[src/hw/rtl/shs_pkg.sv]
`default_nettype none

package shs_pkg;

	typedef enum logic [6:0] {
		ST_IDLE  = 7'b0000001,
		ST_PAD   = 7'b0000010,
		ST_CLOAD = 7'b0000100,
		ST_CPRE  = 7'b0001000,
		ST_ROUND = 7'b0010000,
		ST_FOLD  = 7'b0100000,
		ST_EMIT  = 7'b1000000
	} state_t;

	typedef struct packed {
		logic advance;
		logic from_mem;
	} sched_ctl_t;

	localparam logic       MODE_ABSORB = 1'b0;
	localparam logic       MODE_FINISH = 1'b1;
	localparam logic [7:0] PAD_MARK    = 8'h80;
	localparam logic [5:0] LEN_OFFSET  = 6'd56;
	localparam logic [5:0] LAST_FILL   = 6'd63;
	localparam logic [5:0] LAST_ROUND  = 6'd63;
	localparam logic [5:0] MEM_ROUNDS  = 6'd15;
	localparam logic [2:0] LAST_INDEX  = 3'd7;

	localparam logic [31:0] H_INIT [8] = '{
		32'h6a09e667, 32'hbb67ae85, 32'h3c6ef372, 32'ha54ff53a,
		32'h510e527f, 32'h9b05688c, 32'h1f83d9ab, 32'h5be0cd19
	};

	localparam logic [31:0] RC [64] = '{
		32'h428a2f98, 32'h71374491, 32'hb5c0fbcf, 32'he9b5dba5,
		32'h3956c25b, 32'h59f111f1, 32'h923f82a4, 32'hab1c5ed5,
		32'hd807aa98, 32'h12835b01, 32'h243185be, 32'h550c7dc3,
		32'h72be5d74, 32'h80deb1fe, 32'h9bdc06a7, 32'hc19bf174,
		32'he49b69c1, 32'hefbe4786, 32'h0fc19dc6, 32'h240ca1cc,
		32'h2de92c6f, 32'h4a7484aa, 32'h5cb0a9dc, 32'h76f988da,
		32'h983e5152, 32'ha831c66d, 32'hb00327c8, 32'hbf597fc7,
		32'hc6e00bf3, 32'hd5a79147, 32'h06ca6351, 32'h14292967,
		32'h27b70a85, 32'h2e1b2138, 32'h4d2c6dfc, 32'h53380d13,
		32'h650a7354, 32'h766a0abb, 32'h81c2c92e, 32'h92722c85,
		32'ha2bfe8a1, 32'ha81a664b, 32'hc24b8b70, 32'hc76c51a3,
		32'hd192e819, 32'hd6990624, 32'hf40e3585, 32'h106aa070,
		32'h19a4c116, 32'h1e376c08, 32'h2748774c, 32'h34b0bcb5,
		32'h391c0cb3, 32'h4ed8aa4a, 32'h5b9cca4f, 32'h682e6ff3,
		32'h748f82ee, 32'h78a5636f, 32'h84c87814, 32'h8cc70208,
		32'h90befffa, 32'ha4506ceb, 32'hbef9a3f7, 32'hc67178f2
	};

	function automatic logic [31:0] rotr(input logic [31:0] x, input int n);
		return (x >> n) | (x << (32 - n));
	endfunction

	function automatic logic [31:0] bsig0(input logic [31:0] x);
		return rotr(x, 2) ^ rotr(x, 13) ^ rotr(x, 22);
	endfunction

	function automatic logic [31:0] bsig1(input logic [31:0] x);
		return rotr(x, 6) ^ rotr(x, 11) ^ rotr(x, 25);
	endfunction

	function automatic logic [31:0] ssig0(input logic [31:0] x);
		return rotr(x, 7) ^ rotr(x, 18) ^ (x >> 3);
	endfunction

	function automatic logic [31:0] ssig1(input logic [31:0] x);
		return rotr(x, 17) ^ rotr(x, 19) ^ (x >> 10);
	endfunction

	function automatic logic [31:0] ch(input logic [31:0] e, input logic [31:0] f,
			input logic [31:0] g);
		return (e & f) ^ (~e & g);
	endfunction

	function automatic logic [31:0] maj(input logic [31:0] a, input logic [31:0] b,
			input logic [31:0] c);
		return (a & b) ^ (a & c) ^ (b & c);
	endfunction

endpackage

`default_nettype wire

[src/hw/rtl/shs_stream_if.sv]
`default_nettype none

interface shs_in_if;
	logic       valid;
	logic       ready;
	logic       mode;
	logic [7:0] data_byte;

	modport source (output valid, output mode, output data_byte, input ready);
	modport sink (input valid, input mode, input data_byte, output ready);
endinterface

interface shs_out_if;
	logic        valid;
	logic        ready;
	logic [31:0] digest_word;
	logic [2:0]  word_index;
	logic        last_word;

	modport source (output valid, output digest_word, output word_index, output last_word,
		input ready);
	modport sink (input valid, input digest_word, input word_index, input last_word,
		output ready);
endinterface

`default_nettype wire

[src/hw/rtl/shs_sched.sv]
`default_nettype none

module shs_sched (
	input  logic                clk,
	input  shs_pkg::sched_ctl_t ctl,
	input  logic [31:0]         mem_word,
	output logic [31:0]         w
);
	import shs_pkg::*;

	logic [31:0] win_q [16];
	logic [31:0] next_word;

	// taps: [15] newest word, [0] sixteen words back
	always_comb begin
		if (ctl.from_mem) begin
			next_word = mem_word;
		end else begin
			next_word = ssig1(win_q[14]) + win_q[9] + ssig0(win_q[1]) + win_q[0];
		end
	end

	always_ff @(posedge clk) begin
		if (ctl.advance) begin
			for (int i = 0; i < 15; i++) begin
				win_q[i] <= win_q[i + 1];
			end
			win_q[15] <= next_word;
		end
	end

	assign w = win_q[15];

endmodule

`default_nettype wire

[src/hw/rtl/sha256_stream_hasher.sv]
// channel  dir  payload                                   transfer
// msg      in   mode, data_byte                           valid && ready
// dig      out  digest_word, word_index, last_word        valid && ready
//
// the byte that fills a block starts a compression (load, prefetch, rounds at one
// round per cycle, fold); the block memory feeds the first sixteen words
// a finish writes one padding byte per cycle up to the end of the block, runs one or
// two compressions, then presents the eight digest words one per transfer
// msg.ready is high only while idle; dig stalls simply hold the current word
// reset restores the initial hash values and clears the length and fill count
`default_nettype none

module sha256_stream_hasher (
	input  logic      clk,
	input  logic      arst_n,
	shs_in_if.sink    msg,
	shs_out_if.source dig
);
	import shs_pkg::*;

	state_t      state_q;
	logic [5:0]  fill_q;
	logic [63:0] bit_len_q;
	logic        fin_q;
	logic        mark_q;
	logic        len_q;
	logic [5:0]  round_q;
	logic [2:0]  idx_q;
	logic [31:0] chain_q [8];
	logic [31:0] var_q [8];

	logic [31:0] blk_mem [16];
	logic [31:0] rd_word_q;
	logic [3:0]  rd_addr;
	logic        wr_en;
	logic [7:0]  wr_byte;
	logic [7:0]  pad_byte;

	sched_ctl_t  sch_ctl;
	logic [31:0] w_cur;
	logic [31:0] t1;
	logic [31:0] t2;
	logic        msg_xfer;
	logic        dig_xfer;

	assign msg.ready = (state_q == ST_IDLE);
	assign msg_xfer  = msg.valid & msg.ready;
	assign dig_xfer  = dig.valid & dig.ready;

	assign dig.valid       = (state_q == ST_EMIT);
	assign dig.digest_word = chain_q[idx_q];
	assign dig.word_index  = idx_q;
	assign dig.last_word   = (idx_q == LAST_INDEX);

	always_comb begin
		if (!mark_q) begin
			pad_byte = PAD_MARK;
		end else if (len_q || fill_q == LEN_OFFSET) begin
			pad_byte = bit_len_q[{~fill_q[2:0], 3'b000} +: 8];
		end else begin
			pad_byte = 8'h00;
		end
	end

	assign wr_en   = (msg_xfer && msg.mode == MODE_ABSORB) || state_q == ST_PAD;
	assign wr_byte = (state_q == ST_PAD) ? pad_byte : msg.data_byte;

	always_comb begin
		if (state_q == ST_CLOAD) begin
			rd_addr = 4'd0;
		end else if (state_q == ST_CPRE) begin
			rd_addr = 4'd1;
		end else begin
			rd_addr = round_q[3:0] + 4'd2;
		end
	end

	// big-endian byte lanes
	always_ff @(posedge clk) begin
		for (int k = 0; k < 4; k++) begin
			if (wr_en && fill_q[1:0] == 2'(k)) begin
				blk_mem[fill_q[5:2]][8 * (3 - k) +: 8] <= wr_byte;
			end
		end
		rd_word_q <= blk_mem[rd_addr];
	end

	assign sch_ctl.advance  = (state_q == ST_CPRE) || (state_q == ST_ROUND);
	assign sch_ctl.from_mem = (state_q == ST_CPRE) ||
		(state_q == ST_ROUND && round_q < MEM_ROUNDS);

	shs_sched u_sched (
		.clk      (clk),
		.ctl      (sch_ctl),
		.mem_word (rd_word_q),
		.w        (w_cur)
	);

	assign t1 = var_q[7] + bsig1(var_q[4]) + ch(var_q[4], var_q[5], var_q[6]) +
		RC[round_q] + w_cur;
	assign t2 = bsig0(var_q[0]) + maj(var_q[0], var_q[1], var_q[2]);

	always_ff @(posedge clk) begin
		if (state_q == ST_CLOAD) begin
			for (int i = 0; i < 8; i++) begin
				var_q[i] <= chain_q[i];
			end
		end else if (state_q == ST_ROUND) begin
			var_q[7] <= var_q[6];
			var_q[6] <= var_q[5];
			var_q[5] <= var_q[4];
			var_q[4] <= var_q[3] + t1;
			var_q[3] <= var_q[2];
			var_q[2] <= var_q[1];
			var_q[1] <= var_q[0];
			var_q[0] <= t1 + t2;
		end
	end

	always_ff @(posedge clk or negedge arst_n) begin
		if (!arst_n) begin
			state_q   <= ST_IDLE;
			fill_q    <= '0;
			bit_len_q <= '0;
			fin_q     <= 1'b0;
			mark_q    <= 1'b0;
			len_q     <= 1'b0;
			round_q   <= '0;
			idx_q     <= '0;
			for (int i = 0; i < 8; i++) begin
				chain_q[i] <= H_INIT[i];
			end
		end else begin
			unique case (state_q)
				ST_IDLE: begin
					if (msg_xfer) begin
						if (msg.mode == MODE_FINISH) begin
							fin_q   <= 1'b1;
							state_q <= ST_PAD;
						end else begin
							fill_q    <= fill_q + 6'd1;
							bit_len_q <= bit_len_q + 64'd8;
							if (fill_q == LAST_FILL) begin
								state_q <= ST_CLOAD;
							end
						end
					end
				end
				ST_PAD: begin
					fill_q <= fill_q + 6'd1;
					if (!mark_q) begin
						mark_q <= 1'b1;
					end else if (fill_q == LEN_OFFSET) begin
						len_q <= 1'b1;
					end
					if (fill_q == LAST_FILL) begin
						state_q <= ST_CLOAD;
					end
				end
				ST_CLOAD: begin
					round_q <= '0;
					state_q <= ST_CPRE;
				end
				ST_CPRE: begin
					state_q <= ST_ROUND;
				end
				ST_ROUND: begin
					round_q <= round_q + 6'd1;
					if (round_q == LAST_ROUND) begin
						state_q <= ST_FOLD;
					end
				end
				ST_FOLD: begin
					for (int i = 0; i < 8; i++) begin
						chain_q[i] <= chain_q[i] + var_q[i];
					end
					idx_q <= '0;
					if (fin_q && len_q) begin
						state_q <= ST_EMIT;
					end else if (fin_q) begin
						state_q <= ST_PAD;
					end else begin
						state_q <= ST_IDLE;
					end
				end
				ST_EMIT: begin
					if (dig_xfer) begin
						if (idx_q == LAST_INDEX) begin
							for (int i = 0; i < 8; i++) begin
								chain_q[i] <= H_INIT[i];
							end
							bit_len_q <= '0;
							fin_q     <= 1'b0;
							mark_q    <= 1'b0;
							len_q     <= 1'b0;
							state_q   <= ST_IDLE;
						end else begin
							idx_q <= idx_q + 3'd1;
						end
					end
				end
				default: begin
					state_q <= ST_IDLE;
				end
			endcase
		end
	end

	a_full_block_compresses: assert property (@(posedge clk) disable iff (!arst_n)
		msg_xfer && msg.mode == MODE_ABSORB && fill_q == LAST_FILL |=> state_q == ST_CLOAD)
		else $error("full block did not start compression");

	a_emit_after_padding: assert property (@(posedge clk) disable iff (!arst_n)
		dig.valid |-> fin_q && mark_q && len_q && fill_q == 6'd0)
		else $error("digest presented before padding completed");

	a_round_idle: assert property (@(posedge clk) disable iff (!arst_n)
		state_q != ST_ROUND |-> round_q == 6'd0)
		else $error("round counter nonzero outside compression");

	a_digest_hold: assert property (@(posedge clk) disable iff (!arst_n)
		dig.valid && !dig.ready |=> dig.valid && $stable(idx_q))
		else $error("digest word index moved while stalled");

endmodule

`default_nettype wire
[src/flat_wrapper.sv]
// flat-port wrapper written by rule: the top's interface ports become plain ports
module sha256_stream_hasher_flat import shs_pkg::*;
  (clk, arst_n, msg_valid, msg_mode, msg_data_byte, msg_ready, dig_valid, dig_digest_word, dig_word_index, dig_last_word, dig_ready);
  shs_in_if msg_i ();
  shs_out_if dig_i ();
  input  logic clk;
  input  logic arst_n;
  input wire logic [$bits(msg_i.valid)-1:0] msg_valid;
  input wire logic [$bits(msg_i.mode)-1:0] msg_mode;
  input wire logic [$bits(msg_i.data_byte)-1:0] msg_data_byte;
  output wire logic [$bits(msg_i.ready)-1:0] msg_ready;
  output wire logic [$bits(dig_i.valid)-1:0] dig_valid;
  output wire logic [$bits(dig_i.digest_word)-1:0] dig_digest_word;
  output wire logic [$bits(dig_i.word_index)-1:0] dig_word_index;
  output wire logic [$bits(dig_i.last_word)-1:0] dig_last_word;
  input wire logic [$bits(dig_i.ready)-1:0] dig_ready;
  assign msg_i.valid = msg_valid;
  assign msg_i.mode = msg_mode;
  assign msg_i.data_byte = msg_data_byte;
  assign msg_ready = msg_i.ready;
  assign dig_valid = dig_i.valid;
  assign dig_digest_word = dig_i.digest_word;
  assign dig_word_index = dig_i.word_index;
  assign dig_last_word = dig_i.last_word;
  assign dig_i.ready = dig_ready;
  sha256_stream_hasher u_core (.clk(clk), .arst_n(arst_n), .msg(msg_i), .dig(dig_i));
endmodule
[config.mk]
export PLATFORM = sky130hd
export DESIGN_NAME = sha256_stream_hasher_flat
export DESIGN_NICKNAME = d
export VERILOG_FILES = /design/src/hw/rtl/shs_pkg.sv /design/src/hw/rtl/shs_stream_if.sv /design/src/hw/rtl/shs_sched.sv /design/src/hw/rtl/sha256_stream_hasher.sv /design/src/flat_wrapper.sv
export SDC_FILE = /design/constraint.sdc
export NUM_CORES = 2
export LEC_CHECK = 0
export CORE_UTILIZATION = 23
export DETAILED_ROUTE_END_ITERATION = 8
export DONT_BUFFER_PORTS = 1
export GPL_TIMING_DRIVEN = 0
export HOLD_SLACK_MARGIN = 0.08
export SLEW_MARGIN = 15
export SYNTH_ARGS = -nofsm -noshare
export SYNTH_HDL_FRONTEND = slang
export SYNTH_SLANG_ARGS = --single-unit
[constraint.sdc]
create_clock -name clk -period 16.35 [get_ports clk]
set_input_delay 0 -clock clk [delete_from_list [all_inputs] [get_ports clk]]
set_output_delay 0 -clock clk [all_outputs]
set_load 0.005 [all_outputs]
==> out/qor.log <==
INFO  synthesis      netlist.area_leader.share=0.425
INFO  synthesis      synth_compound_gate_area_share=0.117
INFO  placed_design  port_buffers=0
INFO  detailed_routing drt_first_pass_iters=7
INFO  cells_and_area final_nets=8506
INFO  detailed_routing post_drt_via_cell_ratio=4.89
INFO  global_route   grt_usage=0.156
INFO  power          switchingPower=2.73mW
INFO  cells_and_area final_instance_count_excl_fillers=13239
INFO  placed_design  place_congestion=0.964
INFO  timing         worst_slack=4.13ns
INFO  setup_path     crit_start=u_core.round_q[1]$_DFFE_PN0P_
INFO  global_route   global_route_wire_length_before_repair=454mm
INFO  cts            cts.hold.buffers_added=20
INFO  setup_path     worst_path_max_delay_cell=sky130_fd_sc_hd__a2111oi_0
INFO  power          power.total=10.2mW
INFO  power          combPwrFrac=0.134
INFO  cells_and_area finish.utilization=0.266
INFO  detailed_routing via_count=64712
INFO  synthesis      synth_ff_type=sky130_fd_sc_hd__edfxtp_1
INFO  floorplanning  die-area=396000um^2
INFO  timing         fmax=0.0818GHz
INFO  placed_design  worst_setup_slack_after_placement=4.62ns
INFO  setup_path     cpLargestDelayFamily=compound AO/OA/AOI/OAI gates
INFO  cells_and_area multiInputGateArea=40200um^2
INFO  setup_path     required=16.91ns
INFO  synthesis      ys_types=100
INFO  floorplanning  fp.coreArea=390000um^2
INFO  timing         rsz0062_at_grt=no
INFO  floorplanning  die_height=629um
INFO  power          cell_internal_pwr=7.47mW
INFO  placed_design  numPlacedInstances=12895
INFO  cts            buffer_type_at_the_clock_tree_root=sky130_fd_sc_hd__clkbuf_16
INFO  global_route   first_global_vias=62244
INFO  setup_path     worst_ep_arrival_time=12.78ns
INFO  synthesis      synth_simple_gate_area_frac=0.104
INFO  floorplanning  floorplan.rows=229
INFO  cts            cts.htree.levels=4
INFO  cts            worst_skew_pair.late_latency=0.90ns
INFO  cells_and_area layout-area-overhead-vs-synth=14.8%
INFO  timing         worst_case_headroom_to_the_max_slew_limit=0.125
INFO  cts            cts_inserted_buffers=179
INFO  cells_and_area mostFrequentLayoutCells=1280 x sky130_fd_sc_hd__edfxtp_1, 1086 x sky130_fd_sc_hd__nand2_1, 511 x sky130_fd_sc_hd__o21ai_0, 457 x sky130_fd_sc_hd__a21oi_1, 406 x sky130_fd_sc_hd__nor2_1
INFO  placed_design  dpl.hpwl=239mm
INFO  worst_hold_path hold_path.startpoint=msg_data_byte[2]
INFO  power          power.switching_fraction=0.267
INFO  setup_path     worstSetupStartpointType=flip-flop
INFO  setup_path     worst_r2r_path_depth=38
INFO  cells_and_area final_design_area_no_fill=104000um^2
INFO  detailed_routing wl_per_cell=24.2um
INFO  synthesis      ys_seq_area_frac=0.529
INFO  cts            clk_pin_slew=0.06ns
INFO  synthesis      main_area_contributors_after_synthesis=sky130_fd_sc_hd__edfxtp_1 43%, sky130_fd_sc_hd__dfrtp_1 5.7%, sky130_fd_sc_hd__ha_1 5.5%, sky130_fd_sc_hd__mux4_2 5.2%, sky130_fd_sc_hd__nand2_1 4.5%
INFO  cells_and_area nFillCells=40435
INFO  synthesis      synth_top_family_by_area=compound AO/OA/AOI/OAI gates
INFO  setup_path     buffer_and_inverter_count_on_the_worst_path=7
INFO  cts            clock_sinks=1654
INFO  cts            tritoncts=yes
INFO  global_route   antenna_found_initial=14
INFO  timing         timing.final.crit_share=0.747
INFO  synthesis      synth_async_sr_flop_share=0.207
INFO  detailed_routing ant_nets=0
INFO  synthesis      syn_nets=8269
INFO  placed_design  dpl_cell_area=97800um^2
INFO  worst_hold_path cell_count_of_the_worst_hold_path=3
INFO  synthesis      synth-edff-count=1280
INFO  synthesis      yosys_warns=0
INFO  timing         report.final.setup_viol=0
INFO  cts            post_cts_buffers=0
INFO  cells_and_area seq_area=47800um^2
INFO  synthesis      synth_xor_area_frac=0.0594
INFO  cells_and_area layout_cells_sized_above_1=0.103
INFO  status         run_status=finished clean
INFO  timing         final-max-slew-violation-count=0
INFO  synthesis      mappedNetlistArea=90400um^2
INFO  detailed_routing postRouteWirelength=320mm
INFO  setup_path     r2r_end=u_core.var_q[0][158]$_DFFE_PP_
INFO  floorplanning  design.portCount=51
INFO  timing         min_period=12.22ns
INFO  cts            post_cts_resize_count=0
INFO  floorplanning  start_util=0.232
INFO  synthesis      yosysTopAreaCell=sky130_fd_sc_hd__edfxtp_1
INFO  synthesis      synth_cells=7665
INFO  setup_path     critPathMaxFanout=15
INFO  power          clock_power_share=0.395
INFO  cells_and_area layout.cells.most_common=sky130_fd_sc_hd__edfxtp_1
INFO  global_route   maximum_number_of_pins_on_one_net_before_global_route_repair=343
INFO  detailed_routing detail_route.iter0.violations=7433
INFO  setup_path     critical_path.reg2reg.startpoint=u_core.round_q[1]$_DFFE_PN0P_
INFO  timing         worst_slew_pin_slew=1.31ns
INFO  synthesis      muxShareOfSynthArea=0.0630
INFO  worst_hold_path holdCritPathClass=input pin to flip-flop
INFO  worst_hold_path endpoint_of_the_worst_hold_timing_path=u_core.blk_mem[7][26]$_DFFE_PP_
INFO  synthesis      synth_fa_ha_area_frac=0.100
INFO  setup_path     setup.reg_to_reg.worst_slack=4.13ns
INFO  floorplanning  dieWidth=629um
INFO  detailed_routing detail_route.drc_violations=0
INFO  setup_path     timing.critical_path.to_type=flip-flop
INFO  power          vdd_ir_drop_max=0.108mV
INFO  timing         finalHoldViolCount=0
INFO  global_route   grt_remaining_overflow=0
INFO  power          p_per_area=98.3nW/um^2
INFO  synthesis      syn_avg_cell_area=11.8um^2
INFO  run            max_cap_violations=0
INFO  power          seqPwrFrac=0.471
INFO  setup_path     critical-path-max-stage-delay=0.81ns
INFO  timing         clock_skew=0.110ns
INFO  synthesis      ys_seq_elements=1654
INFO  cts            clockBufferDepth=4
INFO  power          leakage=38.2nW
INFO  setup_path     setup.worst_path.class=flip-flop to flip-flop
-- power by group through the flow --
stage               clock (mW)  sequential, mW  combinational [mW]
global route              4.23            4.81                1.47
finish                    4.03            4.81                1.37
detailed placement           0            4.89                1.32
global placement             0            4.93                1.24
floorplan                    0            4.85               0.788
CTS                       4.09            4.81                1.36
-- sequential cells by signal, indices dropped and copies added (netlist names) --
register,flops
u_core.round_q,6
u_core.blk_mem,512
u_core.state_q,7
u_core.len_q,1
u_core.u_sched.win_q,512
u_core.bit_len_q,61
u_core.rd_word_q,32
u_core.var_q,256
u_core.mark_q,1
u_core.chain_q,256
u_core.fin_q,1
u_core.fill_q,6
u_core.dig.word_index,3
-- layout make-up --
class	count	share of cell area
Clock buffer	221	0.0454
Clock inverter	95	0.00886
Buffer	368	0.0142
Multi-Input combinational cell	5367	0.388
Sequential cell	1654	0.461
Timing Repair Buffer	56	0.0104
Inverter	276	0.0101
Antenna cell	5	0.000121
Tap cell	5197	0.0627
-- worst max path at each step --
| stage | slack, ns | endpoint | depth (start not counted) |
|---|---|---|---|
| 6_report | 4.13 | u_core.var_q[0][158]$_DFFE_PP_ | 38 |
| 4_1_cts | 4.56 | u_core.var_q[0][158]$_DFFE_PP_ | 38 |
| 3_5_place_dp | 4.62 | u_core.var_q[0][158]$_DFFE_PP_ | 38 |
| 3_3_place_gp | -4.72 | u_core.u_sched.win_q[0][61]$_DFFE_PP_ | 5 |
| 5_1_grt | 3.87 | u_core.var_q[0][158]$_DFFE_PP_ | 36 |
| 2_1_floorplan | 2.97 | u_core.u_sched.win_q[0][0]$_DFFE_PP_ | 5 |
-- tightest hold or removal path, cell delays in order --
cell and delay (ns):
sky130_fd_sc_hd__dlygate4sd3_1 0.54, sky130_fd_sc_hd__nand2_1 0.09, sky130_fd_sc_hd__o21ai_4 0.22
-- metal layers --
metal,up-vias,wire length [um],GRT usage
met5,-,8,0
met4,2,18300,0.0798
met3,597,27000,0.0328
met2,2917,139000,0.237
met1,32694,136000,0.210
li1,28502,-,-
-- kinds of logic (layout without fill, tap and decap cells) --
kind of cell / count (synthesis) / in the layout
flops: 1654 / 1654
xor+xnor: 613 / 613
buf+inv: 644 / 1016
other cells: 0 / 5
mux: 300 / 300
fa+ha+maj: 613 / 613
compound gates: 1702 / 1702
simple gates: 2139 / 2139
-- through the flow --
stage | hold slack [ns] | setup TNS (ns)
2_1_floorplan | -0.296 | 0
3_3_place_gp | -0.229 | -2385.69
3_5_place_dp | -0.232 | 0
4_1_cts | 0.0840 | 0
5_1_grt | 0.143 | 0
6_report | 0.152 | 0
-- Yosys cell counts (81+ instances only) --
master,count
sky130_fd_sc_hd__ha_1,396
sky130_fd_sc_hd__xor2_1,230
sky130_fd_sc_hd__a21oi_1,457
sky130_fd_sc_hd__nand2_1,1087
sky130_fd_sc_hd__inv_1,276
sky130_fd_sc_hd__dfstp_2,137
sky130_fd_sc_hd__nand3_1,168
sky130_fd_sc_hd__edfxtp_1,1280
sky130_fd_sc_hd__xnor2_1,383
sky130_fd_sc_hd__fa_1,195
sky130_fd_sc_hd__a21o_1,169
sky130_fd_sc_hd__nor2_1,406
sky130_fd_sc_hd__nor3_1,120
sky130_fd_sc_hd__a211oi_1,81
sky130_fd_sc_hd__dfrtp_1,205
sky130_fd_sc_hd__clkbuf_1,307
sky130_fd_sc_hd__o21ai_0,520
sky130_fd_sc_hd__mux4_2,209
(Power assumes the default switching activity.)
